--- config.mk ---
export PLATFORM = sky130hd
export DESIGN_NAME = pcc_edge
export DESIGN_NICKNAME = d
export VERILOG_FILES = /design/src/rtl/pcc_pkg.sv /design/src/rtl/pcc_edge.sv
export SDC_FILE = /design/constraint.sdc
export NUM_CORES = 2
export LEC_CHECK = 0
export ABC_AREA = 1
export BUFFER_PORTS_ARGS = -buffer_cell sky130_fd_sc_hd__clkbuf_2
export CORE_MARGIN = 5
export CORE_UTILIZATION = 65
export DETAILED_ROUTE_END_ITERATION = 8
export PLACE_DENSITY = 0.87
export REMOVE_ABC_BUFFERS = 1
export SYNTH_ARGS = -nofsm -noshare
export SYNTH_HDL_FRONTEND = slang
export SYNTH_SLANG_ARGS = --single-unit
--- constraint.sdc ---
create_clock -name i_clk -period 12.2 [get_ports i_clk]
set_input_delay 1.22 -clock i_clk [delete_from_list [all_inputs] [get_ports i_clk]]
set_output_delay 1.22 -clock i_clk [all_outputs]
set_load 0.05 [all_outputs]
--- src/rtl/pcc_pkg.sv ---
`default_nettype none
package pcc_pkg;

    localparam int MAX_VERTICES = 256;
    localparam int COORD_BITS   = 24;
    localparam int ADDR_BITS    = $clog2(MAX_VERTICES);
    localparam int CNT_BITS     = ADDR_BITS + 1;
    localparam int VCOUNT_BITS  = 9;
    localparam int IDX_BITS     = 8;
    localparam int DIST_BITS    = 50;
    localparam int DIFF_BITS    = COORD_BITS + 1;
    localparam int MUL_BITS     = COORD_BITS + 3;
    localparam int PROD_BITS    = 2 * MUL_BITS;
    localparam int T_FRAC       = 16;
    localparam int T_BITS       = T_FRAC + 1;
    localparam int SQ_LIM       = 1 << (COORD_BITS + 1);

    localparam logic [DIST_BITS-1:0] DIST_MAX = '1;

    localparam logic CFG_VERTEX_COUNT = 1'b0;
    localparam logic CFG_CLEARANCE_SQ = 1'b1;

    localparam logic KIND_WRITE = 1'b0;
    localparam logic KIND_QUERY = 1'b1;

    typedef struct packed {
        logic                         kind;
        logic [IDX_BITS-1:0]          vertex_index;
        logic signed [COORD_BITS-1:0] coord_x;
        logic signed [COORD_BITS-1:0] coord_y;
    } t_in_item;

    typedef struct packed {
        logic                 inside_res;
        logic                 near_edge;
        logic                 blocked;
        logic [DIST_BITS-1:0] min_dist_sq;
    } t_out_item;

    typedef struct packed {
        logic                         start;
        logic signed [COORD_BITS-1:0] ax;
        logic signed [COORD_BITS-1:0] ay;
        logic signed [COORD_BITS-1:0] bx;
        logic signed [COORD_BITS-1:0] by;
        logic signed [COORD_BITS-1:0] px;
        logic signed [COORD_BITS-1:0] py;
    } t_edge_req;

    typedef struct packed {
        logic                 done;
        logic                 crossing;
        logic [DIST_BITS-1:0] dist_sq;
    } t_edge_res;

endpackage
`default_nettype wire

--- src/rtl/pcc_edge.sv ---
`default_nettype none
module pcc_edge (
    input  wire logic              i_clk,
    input  wire logic              i_rst_n,
    input  wire pcc_pkg::t_edge_req i_req,
    output pcc_pkg::t_edge_res     o_res
);

    localparam int DB = pcc_pkg::DIST_BITS;
    localparam int MB = pcc_pkg::MUL_BITS;
    localparam int PB = pcc_pkg::PROD_BITS;
    localparam int FB = pcc_pkg::DIFF_BITS;
    localparam int TB = pcc_pkg::T_BITS;

    localparam logic [3:0] E_IDLE = 4'd0;
    localparam logic [3:0] E_L2A  = 4'd1;
    localparam logic [3:0] E_L2B  = 4'd2;
    localparam logic [3:0] E_DOTA = 4'd3;
    localparam logic [3:0] E_DOTB = 4'd4;
    localparam logic [3:0] E_CRA  = 4'd5;
    localparam logic [3:0] E_CRB  = 4'd6;
    localparam logic [3:0] E_CRC  = 4'd7;
    localparam logic [3:0] E_DIV  = 4'd8;
    localparam logic [3:0] E_OFA  = 4'd9;
    localparam logic [3:0] E_OFB  = 4'd10;
    localparam logic [3:0] E_OFC  = 4'd11;
    localparam logic [3:0] E_SQA  = 4'd12;
    localparam logic [3:0] E_SQB  = 4'd13;
    localparam logic [3:0] E_SUM  = 4'd14;

    logic [3:0]           r_state, n_state;
    logic [3:0]           r_cnt;
    logic                 r_done;
    logic signed [FB-1:0] r_abx, r_aby, r_apx, r_apy, r_bpx, r_bpy, r_dxv, r_dyv;
    logic                 r_span;
    logic [DB-1:0]        r_l2;
    logic signed [DB:0]   r_dot;
    logic signed [PB-1:0] r_lhs;
    logic signed [PB-1:0] r_prod;
    logic [DB-1:0]        r_rem;
    logic [TB-1:0]        r_t;
    logic signed [MB-1:0] r_dx, r_dy;
    logic [DB:0]          r_sqx;
    logic                 r_crossing;
    logic [DB-1:0]        r_dist;

    logic signed [MB-1:0] m_a, m_b;
    logic signed [PB-1:0] w_mul;
    logic signed [MB-1:0] w_tval;
    logic [DB:0]          w_rs;
    logic                 w_ge;
    logic [DB+1:0]        w_sum;
    logic                 w_big;
    logic signed [MB-1:0] w_lim;

    assign w_tval = $signed({{(MB-TB){1'b0}}, r_t});
    assign w_lim  = MB'(pcc_pkg::SQ_LIM);

    // one shared multiplier, operands picked by step
    always_comb begin
        m_a = '0;
        m_b = '0;
        case (r_state)
            E_L2A:  begin m_a = MB'(r_abx); m_b = MB'(r_abx); end
            E_L2B:  begin m_a = MB'(r_aby); m_b = MB'(r_aby); end
            E_DOTA: begin m_a = MB'(r_apx); m_b = MB'(r_abx); end
            E_DOTB: begin m_a = MB'(r_apy); m_b = MB'(r_aby); end
            E_CRA:  begin m_a = MB'(r_bpx); m_b = MB'(r_dyv); end
            E_CRB:  begin m_a = MB'(r_dxv); m_b = MB'(r_bpy); end
            E_OFA:  begin m_a = MB'(r_abx); m_b = w_tval; end
            E_OFB:  begin m_a = MB'(r_aby); m_b = w_tval; end
            E_SQA:  begin m_a = r_dx; m_b = r_dx; end
            E_SQB:  begin m_a = r_dy; m_b = r_dy; end
            default: begin m_a = '0; m_b = '0; end
        endcase
    end

    assign w_mul = m_a * m_b;
    assign w_rs  = {r_rem, 1'b0};
    assign w_ge  = w_rs >= {1'b0, r_l2};
    assign w_sum = {1'b0, r_sqx} + {1'b0, r_prod[DB:0]};
    assign w_big = (r_dx > w_lim) || (r_dx < -w_lim) || (r_dy > w_lim) || (r_dy < -w_lim);

    always_comb begin
        n_state = r_state;
        unique case (r_state)
            E_IDLE: if (i_req.start) n_state = E_L2A;
            E_L2A:  n_state = E_L2B;
            E_L2B:  n_state = E_DOTA;
            E_DOTA: n_state = E_DOTB;
            E_DOTB: n_state = E_CRA;
            E_CRA:  n_state = E_CRB;
            E_CRB:  n_state = E_CRC;
            E_CRC: begin
                if (r_l2 == '0 || r_dot <= 0 || r_dot >= $signed({1'b0, r_l2})) begin
                    n_state = E_OFA;
                end else begin
                    n_state = E_DIV;
                end
            end
            E_DIV:  if (r_cnt == 4'(pcc_pkg::T_FRAC - 1)) n_state = E_OFA;
            E_OFA:  n_state = E_OFB;
            E_OFB:  n_state = E_OFC;
            E_OFC:  n_state = E_SQA;
            E_SQA:  n_state = E_SQB;
            E_SQB:  n_state = E_SUM;
            E_SUM:  n_state = E_IDLE;
            default: n_state = E_IDLE;
        endcase
    end

    always_ff @(posedge i_clk) begin
        if (!i_rst_n) begin
            r_state <= E_IDLE;
            r_done  <= 1'b0;
        end else begin
            r_state <= n_state;
            r_done  <= (r_state == E_SUM);
        end
    end

    always_ff @(posedge i_clk) begin
        r_prod <= w_mul;
        case (r_state)
            E_IDLE: begin
                r_abx  <= FB'(i_req.bx) - FB'(i_req.ax);
                r_aby  <= FB'(i_req.by) - FB'(i_req.ay);
                r_apx  <= FB'(i_req.px) - FB'(i_req.ax);
                r_apy  <= FB'(i_req.py) - FB'(i_req.ay);
                r_bpx  <= FB'(i_req.px) - FB'(i_req.bx);
                r_bpy  <= FB'(i_req.py) - FB'(i_req.by);
                r_dxv  <= FB'(i_req.ax) - FB'(i_req.bx);
                r_dyv  <= FB'(i_req.ay) - FB'(i_req.by);
                r_span <= (i_req.by > i_req.py) != (i_req.ay > i_req.py);
            end
            E_L2B:  r_l2  <= r_prod[DB-1:0];
            E_DOTA: r_l2  <= r_l2 + r_prod[DB-1:0];
            E_DOTB: r_dot <= (DB+1)'(r_prod);
            E_CRA:  r_dot <= r_dot + (DB+1)'(r_prod);
            E_CRB:  r_lhs <= r_prod;
            E_CRC: begin
                // sign of the edge's y step picks the side of the comparison
                r_crossing <= r_span && ((r_dyv > 0) ? (r_lhs < r_prod) : (r_prod < r_lhs));
                r_cnt   <= '0;
                r_rem   <= DB'(r_dot);
                if (r_l2 == '0 || r_dot <= 0) begin
                    r_t <= '0;
                end else if (r_dot >= $signed({1'b0, r_l2})) begin
                    r_t <= TB'(1) << pcc_pkg::T_FRAC;
                end else begin
                    r_t <= '0;
                end
            end
            E_DIV: begin
                r_rem <= w_ge ? DB'(w_rs - {1'b0, r_l2}) : DB'(w_rs);
                r_t   <= {r_t[TB-2:0], w_ge};
                r_cnt <= r_cnt + 4'd1;
            end
            // arithmetic shift gives the floored offset
            E_OFB: r_dx <= MB'(r_apx) - MB'(r_prod >>> pcc_pkg::T_FRAC);
            E_OFC: r_dy <= MB'(r_apy) - MB'(r_prod >>> pcc_pkg::T_FRAC);
            E_SQB: r_sqx <= r_prod[DB:0];
            E_SUM: r_dist <= (w_big || w_sum > (DB+2)'(pcc_pkg::DIST_MAX)) ?
                             pcc_pkg::DIST_MAX : w_sum[DB-1:0];
            default: ;
        endcase
    end

    assign o_res.done     = r_done;
    assign o_res.crossing = r_crossing;
    assign o_res.dist_sq  = r_dist;

endmodule
`default_nettype wire

==> metrics.md <==
| Metric | Value |
|---|---|
| Layout overhead on the synthesized area | `6.570%` |
| Final Max Tran Viols | `0` |
| Starting DRT DRC Count | `10223` |
| I/O pin count | `199` |
| Drt total wl | `307800 µm` |
| Outcome | `complete, no violations` |
| YS warnings | `0` |
| Mapped Area | `80780 µm²` |
| Adder-cell share of the synthesized area | `30.19%` |
| Hold buffers post-CTS | `0` |
| Gr ovfl total | `0` |
| Most frequent CP cell | `inv_1` |
| Final #Nets | `12113` |
| Clock transition at path regs | `0.07 ns` |
| Global-route wire length before repair | `457100 µm` |
| EDFF count, synth | `581` |
| Kind of end point of the critical path | `flop` |
| Yosys cell types | `64` |
| Maximum VDD drop | `365.9 µV` |
| Vias in the first global route | `76010` |
| Seq. cell area | `18630 µm²` |
| # DRC | `0` |
| Estimated wirelength of the detail-placed design | `251800 µm` |
| Register area share after synthesis | `23.06%` |
| Final min period | `9.756 ns` |
| Largest net degree at the start of global routing | `199` |
| Critical Path Fanout Max | `25` |
| Number of clock sinks | `640` |
| Fillers | `10059` |
| Die Ht | `362.5 µm` |
| Setup TNS | `0 ns` |
| Slew HR | `18.36%` |
| Vias | `77070` |
| Clock Path Buffers | `3` |
| Worst Hold Class | `flop to flop` |
| Die Area | `131400 µm²` |
| Compound-Gate Fraction of Synth Area | `11.25%` |
| PD cells | `243.6 nW/µm²` |
| Critical-path top delay cell | `ha_1` |
| Skew final | `0.05974 ns` |
| Synth area leaders | `edfxtp_1 (22%), fa_1 (19%), ha_1 (11%), nand2_1 (9.7%), inv_1 (9.0%)` |
| Total power | `20.97 mW` |
| Startpoint types | `flop` |
| Row count | `129` |
| Critical path arrival | `10.37 ns` |
| Post-DRT Antenna Nets | `0` |
| Worst-Margin Slew | `1.212 ns` |
| Pleak | `40.79 nW` |
| Crit-path max cell delay | `0.69 ns` |
| Max Cap Viol | `0` |
| Syn Inst Count | `10340` |
| FMAX | `102.5 MHz` |
| Synth top area share | `21.60%` |
| Number of buffers created by CTS | `75` |
| Initial Util | `65.34%` |
| Period utilization | `79.97%` |
| Post-Synth Simple-Gate Area | `20.61%` |
| Post-Syn Area per Cell | `7.813 µm²` |
| Root Driver | `clkbuf_16` |
| Layout cells sized above 1 | `5.379%` |
| Horiz. Die Dim | `362.5 µm` |
| Drt wl/cell | `25.26 µm` |
| Async SR Flop Fraction | `0%` |
| PortBufs | `198` |
| Vias per cell | `6.324` |
| Largest family of logic cells by synthesized area | `adder cells` |
| XOR/XNOR share of the synthesized area | `4.272%` |
| Initial DRT Pass Iterations | `9` |
| CTS tree | `yes` |
| Initial antenna violation count | `9` |
| Clk Latency, worst-skew pair | `0.71 ns` |
| Most used DFF post-synth | `edfxtp_1` |
| RePlAce Congestion | `1.155` |
| Hold_ws | `0.4388 ns` |
| Mux share of post-synthesis cell area | `0%` |
| Setup CP Type | `flop to flop` |
| RSZ-0062 raised after global routing | `false` |
| GRT Overall Usage | `46.16%` |
| CORE AREA | `123600 µm²` |
| Post-CTS resize count | `0` |
| Htree depth | `3` |
| Fin worst setup slack | `2.444 ns` |
| Dpl ws | `2.697 ns` |
| Synth Register Bits | `640` |
| Final hold vios | `0` |
| Multi-input logic area | `53680 µm²` |
| Post-CTS setup buffers | `0` |
| Final setup viols | `0` |
| CP required | `12.82 ns` |
| Synth area leader | `edfxtp_1` |
==> state kept, by name, indices dropped and copies added, names as in the netlist, 50 cells and up <==
name and count:
r_lhs 54, r_prod 54, r_dot 51, r_sqx 51, r_dist 50, r_l2 50
r_rem 50
==> worst max-delay path: cells and delay by family (launching register included) <==
kind                     cells  cell delay, ns
flip-flops                   1            0.45
AND/OR/NAND/NOR              9            2.06
AO/OA/AOI/OAI                3            0.64
XOR/XNOR                     1            0.16
adder cells (fa/ha/maj)      8            4.22
buffers and inverters       12            2.14
==> cell usage after synthesis, types with 5 or more instances <==
library cell	number
a211oi_1	13
a21boi_0	18
a21o_1	67
a21oi_1	672
a221oi_1	6
a22o_1	42
a31o_2	5
a31oi_1	53
and3_1	11
buf_1	5
buf_2	120
buf_4	5
buf_6	6
clkbuf_1	88
dfxtp_1	59
edfxtp_1	581
fa_1	775
ha_1	709
inv_1	1946
inv_2	57
nand2_1	2082
nand3_1	455
nand3b_1	13
nand4_1	131
nor2_1	1050
nor2_2	8
nor3_1	86
nor3_4	5
nor4_1	57
nor4_2	12
nor4_4	8
o2111ai_1	6
o211ai_1	16
o21a_1	43
o21ai_0	532
o21ai_1	35
o21bai_1	56
o221ai_1	9
o22ai_1	26
or2_2	36
xnor2_1	160
xor2_1	234
==> placed cells by master (no fill, tap or decap), types with 13 or more instances in the layout <==
cell | Yosys | routed
edfxtp_1 | 581 | 581
buf_4 | 5 | 90
o21ai_0 | 532 | 532
nand2_1 | 2082 | 2082
ha_1 | 709 | 709
a22o_1 | 42 | 42
nand3_1 | 455 | 455
nor2_1 | 1050 | 1041
nor4_2 | 12 | 17
a211oi_1 | 13 | 13
dfxtp_1 | 59 | 59
clkinv_1 | 1 | 13
fa_1 | 775 | 775
a21o_1 | 67 | 67
nand4_1 | 131 | 131
a21boi_0 | 18 | 18
o22ai_1 | 26 | 26
clkbuf_2 | 0 | 198
xor2_1 | 234 | 234
o21bai_1 | 56 | 56
o21ai_1 | 35 | 35
inv_1 | 1946 | 1944
a21oi_1 | 672 | 672
o211ai_1 | 16 | 16
o21a_1 | 43 | 43
a31oi_1 | 53 | 53
xnor2_1 | 160 | 160
clkbuf_16 | 0 | 76
or2_2 | 36 | 36
nand3b_1 | 13 | 13
nor3_1 | 86 | 84
inv_2 | 57 | 59
nor4_1 | 57 | 52
==> per-stage QoR <==
step                      cell area [µm²]  std cells  utilization, %
after global routing                86070      12178           69.62
after CTS                           86070      12178           69.62
final                               86090      12186           69.63
after detailed placement            83570      12042           67.59
after global placement              83570      12042           67.59
after floorplan                     79730      10116               -
==> path summary, 6_finish.rpt <==
| path | start | to | cells past startpoint | slack, ns |
|---|---|---|---|---|
| setup / recovery | r_state[2] | r_prod[51] | 33 | 2.44 |
| hold / removal | r_prod[53] | r_lhs[53] | 0 | 0.44 |
| setup reg to reg | r_state[2] | r_prod[51] | 33 | 2.44 |
| hold reg to reg | r_prod[53] | r_lhs[53] | 0 | 0.44 |
==> power breakdown <==
| part | internal [mW] | switching, mW | leakage (nW) |
|---|---|---|---|
| registers | 3.05 | 0.495 | 5.91 |
| clock network | 1.33 | 1.01 | 1.21 |
| logic | 4.98 | 10.1 | 33.7 |
==> routing by layer <==
layer	vias up	GRT usage, %	wire length [µm]
li1	33473	-	-
met1	36167	56.61	106700
met2	5956	68.58	128500
met3	1468	15.60	44070
met4	6	32.72	28520
met5	-	0	45
==> layout make-up <==
class | count | area share [%]
inverters | 2004 | 8.737
multi-input cells | 7472 | 62.36
repair buffers | 289 | 1.959
diodes | 8 | 0.02325
clock buffers | 86 | 2.253
flip-flops and latches | 640 | 21.64
well taps | 1637 | 2.379
clock inverters | 50 | 0.6555
==> logic make-up (layout without fill, tap and decap cells) <==
kind of cell             after synthesis  in the layout
AND/OR/NAND/NOR                     3974           3974
other                                  0              8
XOR/XNOR                             394            394
AO/OA/AOI/OAI                       1620           1620
buffers and inverters               2228           2429
flip-flops                           640            640
adder cells (fa/ha/maj)             1484           1484
No activity file was read; power rests on OpenSTA's default activity.
